==> src/rtl/core/pdd_pkg.sv <==
`timescale 1ns / 1ps
`default_nettype none

package pdd_pkg;

    localparam int COLONY_W = 31;
    localparam int WLO_W    = 64;
    localparam int WHI_W    = 16;

    typedef struct packed {
        logic [COLONY_W-1:0] colony;
        logic [WLO_W-1:0]    word_low;
        logic [WHI_W-1:0]    word_high;
    } in_item_t;

    typedef struct packed {
        logic [COLONY_W-1:0] colony_echo;
        logic                repeated;
        logic                table_full;
    } out_item_t;

    typedef struct packed {
        logic                valid;
        logic [COLONY_W-1:0] colony;
        logic [WLO_W-1:0]    word_low;
        logic [WHI_W-1:0]    word_high;
    } entry_t;

    typedef enum logic [1:0] {
        ST_CLEAR,
        ST_IDLE,
        ST_MOD,
        ST_CMP
    } pdd_state_t;

endpackage

`default_nettype wire

==> src/rtl/core/pdd_bucket_mod.sv <==
`timescale 1ns / 1ps
`default_nettype none

module pdd_bucket_mod
    import pdd_pkg::*;
#(
    parameter int BUCKETS = 1024
) (
    input  wire logic                        aclk,
    input  wire logic                        aresetn,
    input  wire logic                        start,
    input  wire logic [COLONY_W-1:0]         colony,
    output logic                             busy,
    output logic [$clog2(BUCKETS)-1:0]       bucket
);

    localparam int BW   = $clog2(BUCKETS);
    localparam bit POW2 = ((1 << BW) == BUCKETS);

    generate
        if (POW2) begin : g_pow2
            logic [BW-1:0] bucket_reg;

            always_ff @(posedge aclk) begin
                if (start) begin
                    bucket_reg <= colony[BW-1:0];
                end
            end

            assign busy   = 1'b0;
            assign bucket = bucket_reg;
        end else begin : g_recip
            // quotient by a rounded-up reciprocal, exact for every colony value
            localparam int                  SHIFT   = COLONY_W + BW;
            localparam int                  PW      = 2 * COLONY_W + 1;
            localparam logic [63:0]         NUM     = 64'd1 << SHIFT;
            localparam logic [63:0]         DEN     = 64'(BUCKETS);
            localparam logic [63:0]         RECIP64 = (NUM + DEN - 64'd1) / DEN;
            localparam logic [COLONY_W:0]   RECIP   = RECIP64[COLONY_W:0];
            localparam logic [COLONY_W-1:0] DIV     = COLONY_W'(BUCKETS);

            logic [COLONY_W-1:0] colony_reg;
            logic [COLONY_W-1:0] quot_reg;
            logic [COLONY_W-1:0] quot_next;
            logic [PW-1:0]       prod;
            logic [COLONY_W-1:0] rem_full;
            logic [BW-1:0]       rem_reg;
            logic                busy_reg;
            logic                phase_reg;

            assign prod      = PW'(colony_reg) * PW'(RECIP);
            assign quot_next = COLONY_W'(prod >> SHIFT);
            assign rem_full  = colony_reg - quot_reg * DIV;

            // busy runs the multiply step (quotient), then the remainder step
            always_ff @(posedge aclk) begin
                if (!aresetn) begin
                    busy_reg  <= 1'b0;
                    phase_reg <= 1'b0;
                end else if (start) begin
                    busy_reg  <= 1'b1;
                    phase_reg <= 1'b0;
                end else if (busy_reg) begin
                    phase_reg <= 1'b1;
                    if (phase_reg) begin
                        busy_reg <= 1'b0;
                    end
                end
            end

            always_ff @(posedge aclk) begin
                if (start) begin
                    colony_reg <= colony;
                end else if (busy_reg && !phase_reg) begin
                    quot_reg <= quot_next;
                end else if (busy_reg && phase_reg) begin
                    rem_reg <= rem_full[BW-1:0];
                end
            end

            assign busy   = busy_reg;
            assign bucket = rem_reg;
        end
    endgenerate

endmodule

`default_nettype wire

==> config.mk <==
export PLATFORM = sky130hd
export DESIGN_NAME = pdd_bucket_mod
export DESIGN_NICKNAME = d
export VERILOG_FILES = /design/src/rtl/core/pdd_pkg.sv /design/src/rtl/core/pdd_bucket_mod.sv
export SDC_FILE = /design/constraint.sdc
export NUM_CORES = 1
export LEC_CHECK = 0
export BUFFER_PORTS_ARGS = -buffer_cell sky130_fd_sc_hd__buf_2
export CAP_MARGIN = 0
export CORE_AREA = 2 2 39 41
export CTS_BUF_LIST = sky130_fd_sc_hd__clkbuf_2 sky130_fd_sc_hd__clkbuf_4 sky130_fd_sc_hd__clkbuf_8
export CTS_CLUSTER_DIAMETER = 120
export DETAILED_ROUTE_END_ITERATION = 16
export DIE_AREA = 0 0 41 43
export PLACE_DENSITY_LB_ADDON = 0.3
export SYNTH_ARGS = -nofsm -noshare
export SYNTH_HDL_FRONTEND = slang
export SYNTH_SLANG_ARGS = --single-unit
==> constraint.sdc <==
create_clock -name aclk -period 0.8 [get_ports aclk]
set_input_delay 0.16 -clock aclk [delete_from_list [all_inputs] [get_ports aclk]]
set_output_delay 0.16 -clock aclk [all_outputs]
set_load 0.05 [all_outputs]
# Yosys cells after proc, flatten, opt, wreduce, memory -nomap -nowiden
# Cells that the tools add are included.
[totals] inputBits=34 regBits=10 word_cells=1

# Logic depth before layout (Yosys ltp)
# Gate-level depths: netlist of the first run.
[logic_depth] ltp_word=0 mapped_depth=1 mapped_depth_nobuf=0

# Worst setup path before layout of the first run
# Ideal clock, no wire load.
[synth_path] path_type="register -> output" start="register g_pow2.bucket_reg[0] (netlist: bucket[0])" end="output bucket[0]" path_stages_with_launch=1 slack_ns=0.039 t_arrival_ns=0.601 required_time_ns=0.640 path_cell_list="edfxtp_1"
[synth_rtl] element="start, declared" line_no="pdd_bucket_mod.sv:22" rtl="logic [BW-1:0] bucket_reg;"
[synth_rtl] element="start signal, assigned" line_no="pdd_bucket_mod.sv:26" rtl="bucket_reg <= colony[BW-1:0];"
[synth_rtl] element="end, declared" line_no="pdd_bucket_mod.sv:14" rtl="output logic [$clog2(BUCKETS)-1:0] bucket"
# No word-level cell between the ends.

# Worst setup path in the final report of the first run
[layout_path] start="register g_pow2.bucket_reg[0] (netlist: bucket[0])" end="output bucket[0]"
# No word-level cell between the ends.

==> summary.log, run 1 <==
qor: yosys.main_combinational_cell_family_by_area_after_synthesis buffers and inverters
qor: min_path.min_delay_path_depth 1
qor: drt.drt-total-wl 559 um
qor: grt.grt_pass1_wl 897 um
qor: floorplan.pin_count 45
qor: clocking.clock_tree_sinks 10
qor: flow_run.max_cap_violations 0
qor: clocking.numCtsBuffers 3
qor: yosys.syn_area_per_cell 26.0 um^2
qor: grt.antenna_found_initial 0
qor: clocking.clock_tree.root_cell sky130_fd_sc_hd__clkbuf_4
qor: yosys.post_synth_xor_area_fraction 0
qor: min_path.hp-class in -> reg
qor: clocking.worst_setup_hold_path_clk_slew 0.06 ns
qor: yosys.synth.distinct_cells 3
qor: final_layout.multiInputGateArea 3.75 um^2
qor: setup_path.critical-path-slowest-cell sky130_fd_sc_hd__edfxtp_1
qor: yosys.synth_area_leader_cell sky130_fd_sc_hd__edfxtp_1
qor: floorplan.floorplan.die.width 41 um
qor: final_layout.area.growth.synth_to_final 65.1%
qor: final_layout.area.sequential 300 um^2
qor: setup_path.endpoint_kind primary output
qor: power_and_ir_drop.power_density 2400 nW/um^2
qor: timing.post-route-worst-setup-slack -0.166 ns
qor: yosys.post_syn_area 312 um^2
qor: timing.grt_setup_unrepaired yes
qor: place.place.detailed.instances 48
qor: place.io_buffers 21
qor: yosys.synth-warning-count 0
qor: drt.wirelength_per_cell 11.0 um
qor: yosys.synth_area_leaders sky130_fd_sc_hd__edfxtp_1, sky130_fd_sc_hd__buf_4, sky130_fd_sc_hd__conb_1
qor: setup_path.critical_path.top_delay_family flip-flops
qor: grt.grt.total_usage 0.0826
qor: timing.final-max-slew-violation-count 0
qor: setup_path.worstPathBufferInverterCount 1
qor: floorplan.design.die.area 1760 um^2
qor: grt.grt_pass1_vias 219
qor: clocking.postCtsSetupBuffers 0
qor: yosys.synth.ff_latch_count 10
qor: yosys.synth_sequential_area_ratio 0.964
qor: drt.initialDrtViolationCount 0
qor: floorplan.rows 14
qor: drt.drtAntennaViolNets 0
qor: timing.achievable_clock_frequency 1040 MHz
qor: min_path.whs_endpoint bucket[0]$_DFFE_PP_
qor: yosys.synthMuxAreaShare 0
qor: place.gp_routability_congestion 0.522
qor: power_and_ir_drop.power.leakage 0.000219 uW
qor: yosys.post_synth_and_or_nand_nor_area_fraction 0
qor: grt.grt_max_degree 11
qor: drt.drc_violations 0
qor: floorplan.placeable_core_region 1380 um^2
qor: timing.fin_crit_sh 1.21
qor: grt.grt_remaining_overflow 0
qor: place.place_worst_setup_slack 0.0732 ns
qor: clocking.cts-root-to-sink-buffers 2
qor: drt.vias_per_cell 3.57
qor: clocking.cts.htree.levels 1
qor: setup_path.worstPathCellList buf_6
qor: timing.report.final.hold_viol_count 0
qor: outcome.status complete, but fails checks
qor: floorplan.initial_utilization 0.225
qor: final_layout.final_layout_size_suffix_gt1_frac 0.686
qor: drt.detailroute.via_count 182
qor: yosys.syn_inst 12
qor: final_layout.fillerInstances 145
qor: setup_path.arrival_time_at_the_worst_endpoint 0.81 ns
qor: setup_path.setup.worst_path.start_class register
qor: clocking.cts_tree built
qor: timing.setup_violations 10
qor: setup_path.worst_endpoint_required_time 0.64 ns
qor: yosys.synth_top_area_share 0.964
qor: yosys.synth-compound-area-share 0
qor: final_layout.finalNetCount 71
qor: min_path.min-delay-start colony[0]
qor: yosys.mappedNetlistNets 46
qor: setup_path.cp_slowest_stage_delay 0.39 ns
qor: yosys.synth_fa_ha_area_frac 0
qor: final_layout.diodes 0
qor: drt.detail_route.first_pass.iterations 1
qor: timing.post_layout_min_period 0.966 ns
qor: setup_path.worst-path-max-fanout 1
qor: floorplan.die_height 43 um
qor: power_and_ir_drop.ir_worst_vdd 631 uV
qor: final_layout.largest_reg_flops 10
qor: final_layout.final_cell_count_no_fill 51
qor: setup_path.worst-setup-path-type reg -> out
qor: outcome.violations negative setup slack
[worst max path at each step]
stage	start	endpoint	slack (ns)	cells after the start
floorplan	bucket[0]$_DFFE_PP_	bucket[0]	0.04	0
global placement	bucket[0]$_DFFE_PP_	bucket[0]	0.08	1
detailed placement	bucket[7]$_DFFE_PP_	bucket[7]	0.07	1
CTS	bucket[7]$_DFFE_PP_	bucket[7]	-0.18	1
global route	bucket[0]$_DFFE_PP_	bucket[0]	-0.20	1
finish	bucket[0]$_DFFE_PP_	bucket[0]	-0.17	1
[layout by cell type, fill, tap and decap left out, drive strengths merged]
master,netlist,final
buf,1,21
clkbuf,0,3
conb,1,1
edfxtp,10,10
[final cells by class]
cell class,instances,share of cell area
sequential,10,0.584
tap,16,0.0389
multi-input combinational,1,0.00730
timing repair buffer,21,0.326
clock buffer,3,0.0438
[power breakdown]
group          switching (uW)  internal, uW
sequential               17.2           624
clock                     149           173
combinational             180          92.2
[kinds of logic after synthesis]
group	Yosys count
other cells	1
flops	10
buf+inv	1
[metal layers]
metal / wire [um] / vias to the layer above / GRT usage
li1: - / 91 / -
met1: 214 / 76 / 0.0709
met2: 276 / 15 / 0.128
met3: 68 / 0 / 0.0524
met4: 0 / 0 / 0.0600
met5: 0 / - / 0
[metrics by stage]
| step | hold slack, ns | TNS (ns) | instance area, um^2 | total power [uW] | util |
|---|---|---|---|---|---|
| 6_report | 0.0783 | -1.55 | 514 | 1230 | 0.372 |
| 5_1_grt | 0.0569 | -1.95 | 514 | 1300 | 0.372 |
| 4_1_cts | 0.0662 | -1.72 | 514 | 1260 | 0.372 |
| 3_5_place_dp | 0.339 | 0 | 429 | 870 | 0.310 |
| 3_3_place_gp | 0.337 | 0 | 429 | 867 | 0.310 |
| 2_1_floorplan | 0.259 | 0 | 312 | 805 | - |
[Yosys cell counts (all sizes together)]
cell and instances:
edfxtp 10, buf 1, conb 1
[repair_timing]
action | in CTS | in global routing
hold buffers | 0 | 0
setup endpoints to repair | 10 | 10
resized for setup | 20 | 0
Note: power is estimated with default switching activity, not from simulation.
==> run 2: changes to the inputs <==
==> constraint.sdc (replaced) <==
create_clock -name aclk -period 1.2 [get_ports aclk]
set_input_delay 0.24 -clock aclk [delete_from_list [all_inputs] [get_ports aclk]]
set_output_delay 0.24 -clock aclk [all_outputs]
set_load 0.05 [all_outputs]
==> run 2 against run 1 <==
The run now ends clean. Sequential power is 34% lower. Design area is 12% lower. Clock power is 34% lower. Utilization is 4.5 points lower. Cell count stayed put. Clock-buffer cell count stayed put.
==> summary.log, run 2 (synthesis results as in run 1) <==
qor: final_layout.diodes 0
qor: place.io_buffers 21
qor: final_layout.final_layout_size_suffix_gt1_frac 0.686
qor: drt.detail_route.first_pass.iterations 2
qor: drt.drc_violations 0
qor: timing.final-max-slew-violation-count 0
qor: flow_run.max_cap_violations 0
qor: clocking.postCtsSetupBuffers 0
qor: final_layout.layout_commonest_cell sky130_fd_sc_hd__buf_2
qor: final_layout.mostFrequentLayoutCells sky130_fd_sc_hd__buf_2, sky130_fd_sc_hd__edfxtp_1, sky130_fd_sc_hd__clkbuf_4, sky130_fd_sc_hd__conb_1
qor: clocking.cts.repair.resized 0
qor: setup_path.worst-setup-path-type reg -> out
qor: timing.setup_violations 0
qor: floorplan.design.die.area 1760 um^2
qor: min_path.whs_endpoint bucket[2]$_DFFE_PP_
qor: place.place_worst_setup_slack 0.393 ns
qor: min_path.min_delay_path_depth 1
qor: power_and_ir_drop.power_density 1730 nW/um^2
qor: grt.grt_pass1_wl 869 um
qor: min_path.hp-class in -> reg
qor: setup_path.worst_endpoint_required_time 0.96 ns
qor: drt.initialDrtViolationCount 1
qor: timing.totalNegativeSetupSlack 0 ns
qor: drt.vias_per_cell 3.55
qor: drt.wirelength_per_cell 10.9 um
qor: timing.achievable_clock_frequency 929 MHz
qor: grt.grt_remaining_overflow 0
qor: drt.drt-total-wl 555 um
qor: floorplan.rows 14
qor: power_and_ir_drop.power.leakage 0.000198 uW
qor: setup_path.setup.worst_path.start_class register
qor: setup_path.critical-path-slowest-cell sky130_fd_sc_hd__edfxtp_1
qor: timing.post_layout_min_period 1.08 ns
qor: timing.post-route-worst-setup-slack 0.123 ns
qor: drt.detailroute.via_count 181
qor: power_and_ir_drop.ir_worst_vdd 406 uV
qor: floorplan.initial_utilization 0.225
qor: grt.grt_pass1_vias 218
qor: place.gp_routability_congestion 0.522
qor: setup_path.endpoint_kind primary output
qor: floorplan.die_height 43 um
qor: clocking.cts.htree.levels 1
qor: timing.report.final.hold_viol_count 0
qor: outcome.status finished, final reports clean
qor: final_layout.largest_reg_flops 10
qor: clocking.numCtsBuffers 3
qor: grt.grt_max_degree 11
qor: clocking.clock_tree.root_cell sky130_fd_sc_hd__clkbuf_4
qor: clocking.hold_buffers 0
qor: final_layout.layout.cell_area.non_filler 452 um^2
qor: final_layout.finalNetCount 71
qor: setup_path.worstPathCellList buf_2
qor: min_path.min-delay-start colony[2]
qor: clocking.cts-root-to-sink-buffers 2
qor: grt.grt.total_usage 0.0815
qor: floorplan.floorplan.die.width 41 um
qor: setup_path.critical_path.top_delay_family flip-flops
qor: floorplan.pin_count 45
qor: timing.fin_crit_sh 0.897
qor: timing.grt_setup_unrepaired no
qor: place.placedInstanceArea 429 um^2
qor: setup_path.worstPathBufferInverterCount 1
qor: clocking.worst_setup_hold_path_clk_slew 0.06 ns
qor: setup_path.worst-path-max-fanout 1
qor: clocking.clock_tree_sinks 10
qor: setup_path.arrival_time_at_the_worst_endpoint 0.84 ns
qor: clocking.cts_tree built
qor: grt.antenna_found_initial 0
qor: setup_path.cp_slowest_stage_delay 0.32 ns
qor: drt.drtAntennaViolNets 0
qor: final_layout.area.growth.synth_to_final 45.0%
qor: floorplan.placeable_core_region 1380 um^2
==> run 2: cell counts in the layout (fill, tap and decap cells not counted) <==
Identical to the previous run, type by type.
==> run 2: worst max path at each step <==
| stage | start | endpoint | slack, ns | cells past startpoint |
|---|---|---|---|---|
| 3_3_place_gp | bucket[0]$_DFFE_PP_ | bucket[0] | 0.40 | 1 |
| 2_1_floorplan | bucket[0]$_DFFE_PP_ | bucket[0] | 0.36 | 0 |
| 5_1_grt | bucket[5]$_DFFE_PP_ | bucket[5] | 0.08 | 1 |
| 3_5_place_dp | bucket[7]$_DFFE_PP_ | bucket[7] | 0.39 | 1 |
| 6_report | bucket[0]$_DFFE_PP_ | bucket[0] | 0.12 | 1 |
| 4_1_cts | bucket[7]$_DFFE_PP_ | bucket[7] | 0.10 | 1 |
==> run 2: cell type report <==
class / instances / area [um^2]
Fill cell: 155 / 932
Multi-Input combinational cell: 1 / 3.75
Clock buffer: 3 / 22.5
Tap cell: 16 / 20.0
Timing Repair Buffer: 21 / 105
Sequential cell: 10 / 300
==> run 2: metrics by stage <==
stage / cells / power (uW) / hold WS [ns] / util
finish: 51 / 782 / 0.161 / 0.326
global route: 51 / 829 / 0.136 / 0.326
CTS: 51 / 802 / 0.146 / 0.326
detailed placement: 48 / 580 / 0.419 / 0.310
global placement: 48 / 578 / 0.417 / 0.310
floorplan: 12 / 537 / 0.339 / -
==> run 2: routing by layer <==
| layer | wire, um | GRT usage | up-vias | part of all wire |
|---|---|---|---|---|
| li1 | - | - | 91 | - |
| met1 | 209 | 0.0676 | 75 | 0.38 |
| met2 | 270 | 0.131 | 15 | 0.49 |
| met3 | 75 | 0.0471 | 0 | 0.14 |
| met4 | 0 | 0.0600 | 0 | 0 |
| met5 | 0 | 0 | - | 0 |
==> run 2: power breakdown <==
group | internal, uW | leakage (uW) | total, uW | switching (uW)
registers | 415 | 0.0000979 | 420 | 5.35
logic | 29.9 | 0.0000859 | 150 | 120
clock network | 115 | 0.0000138 | 212 | 96.9
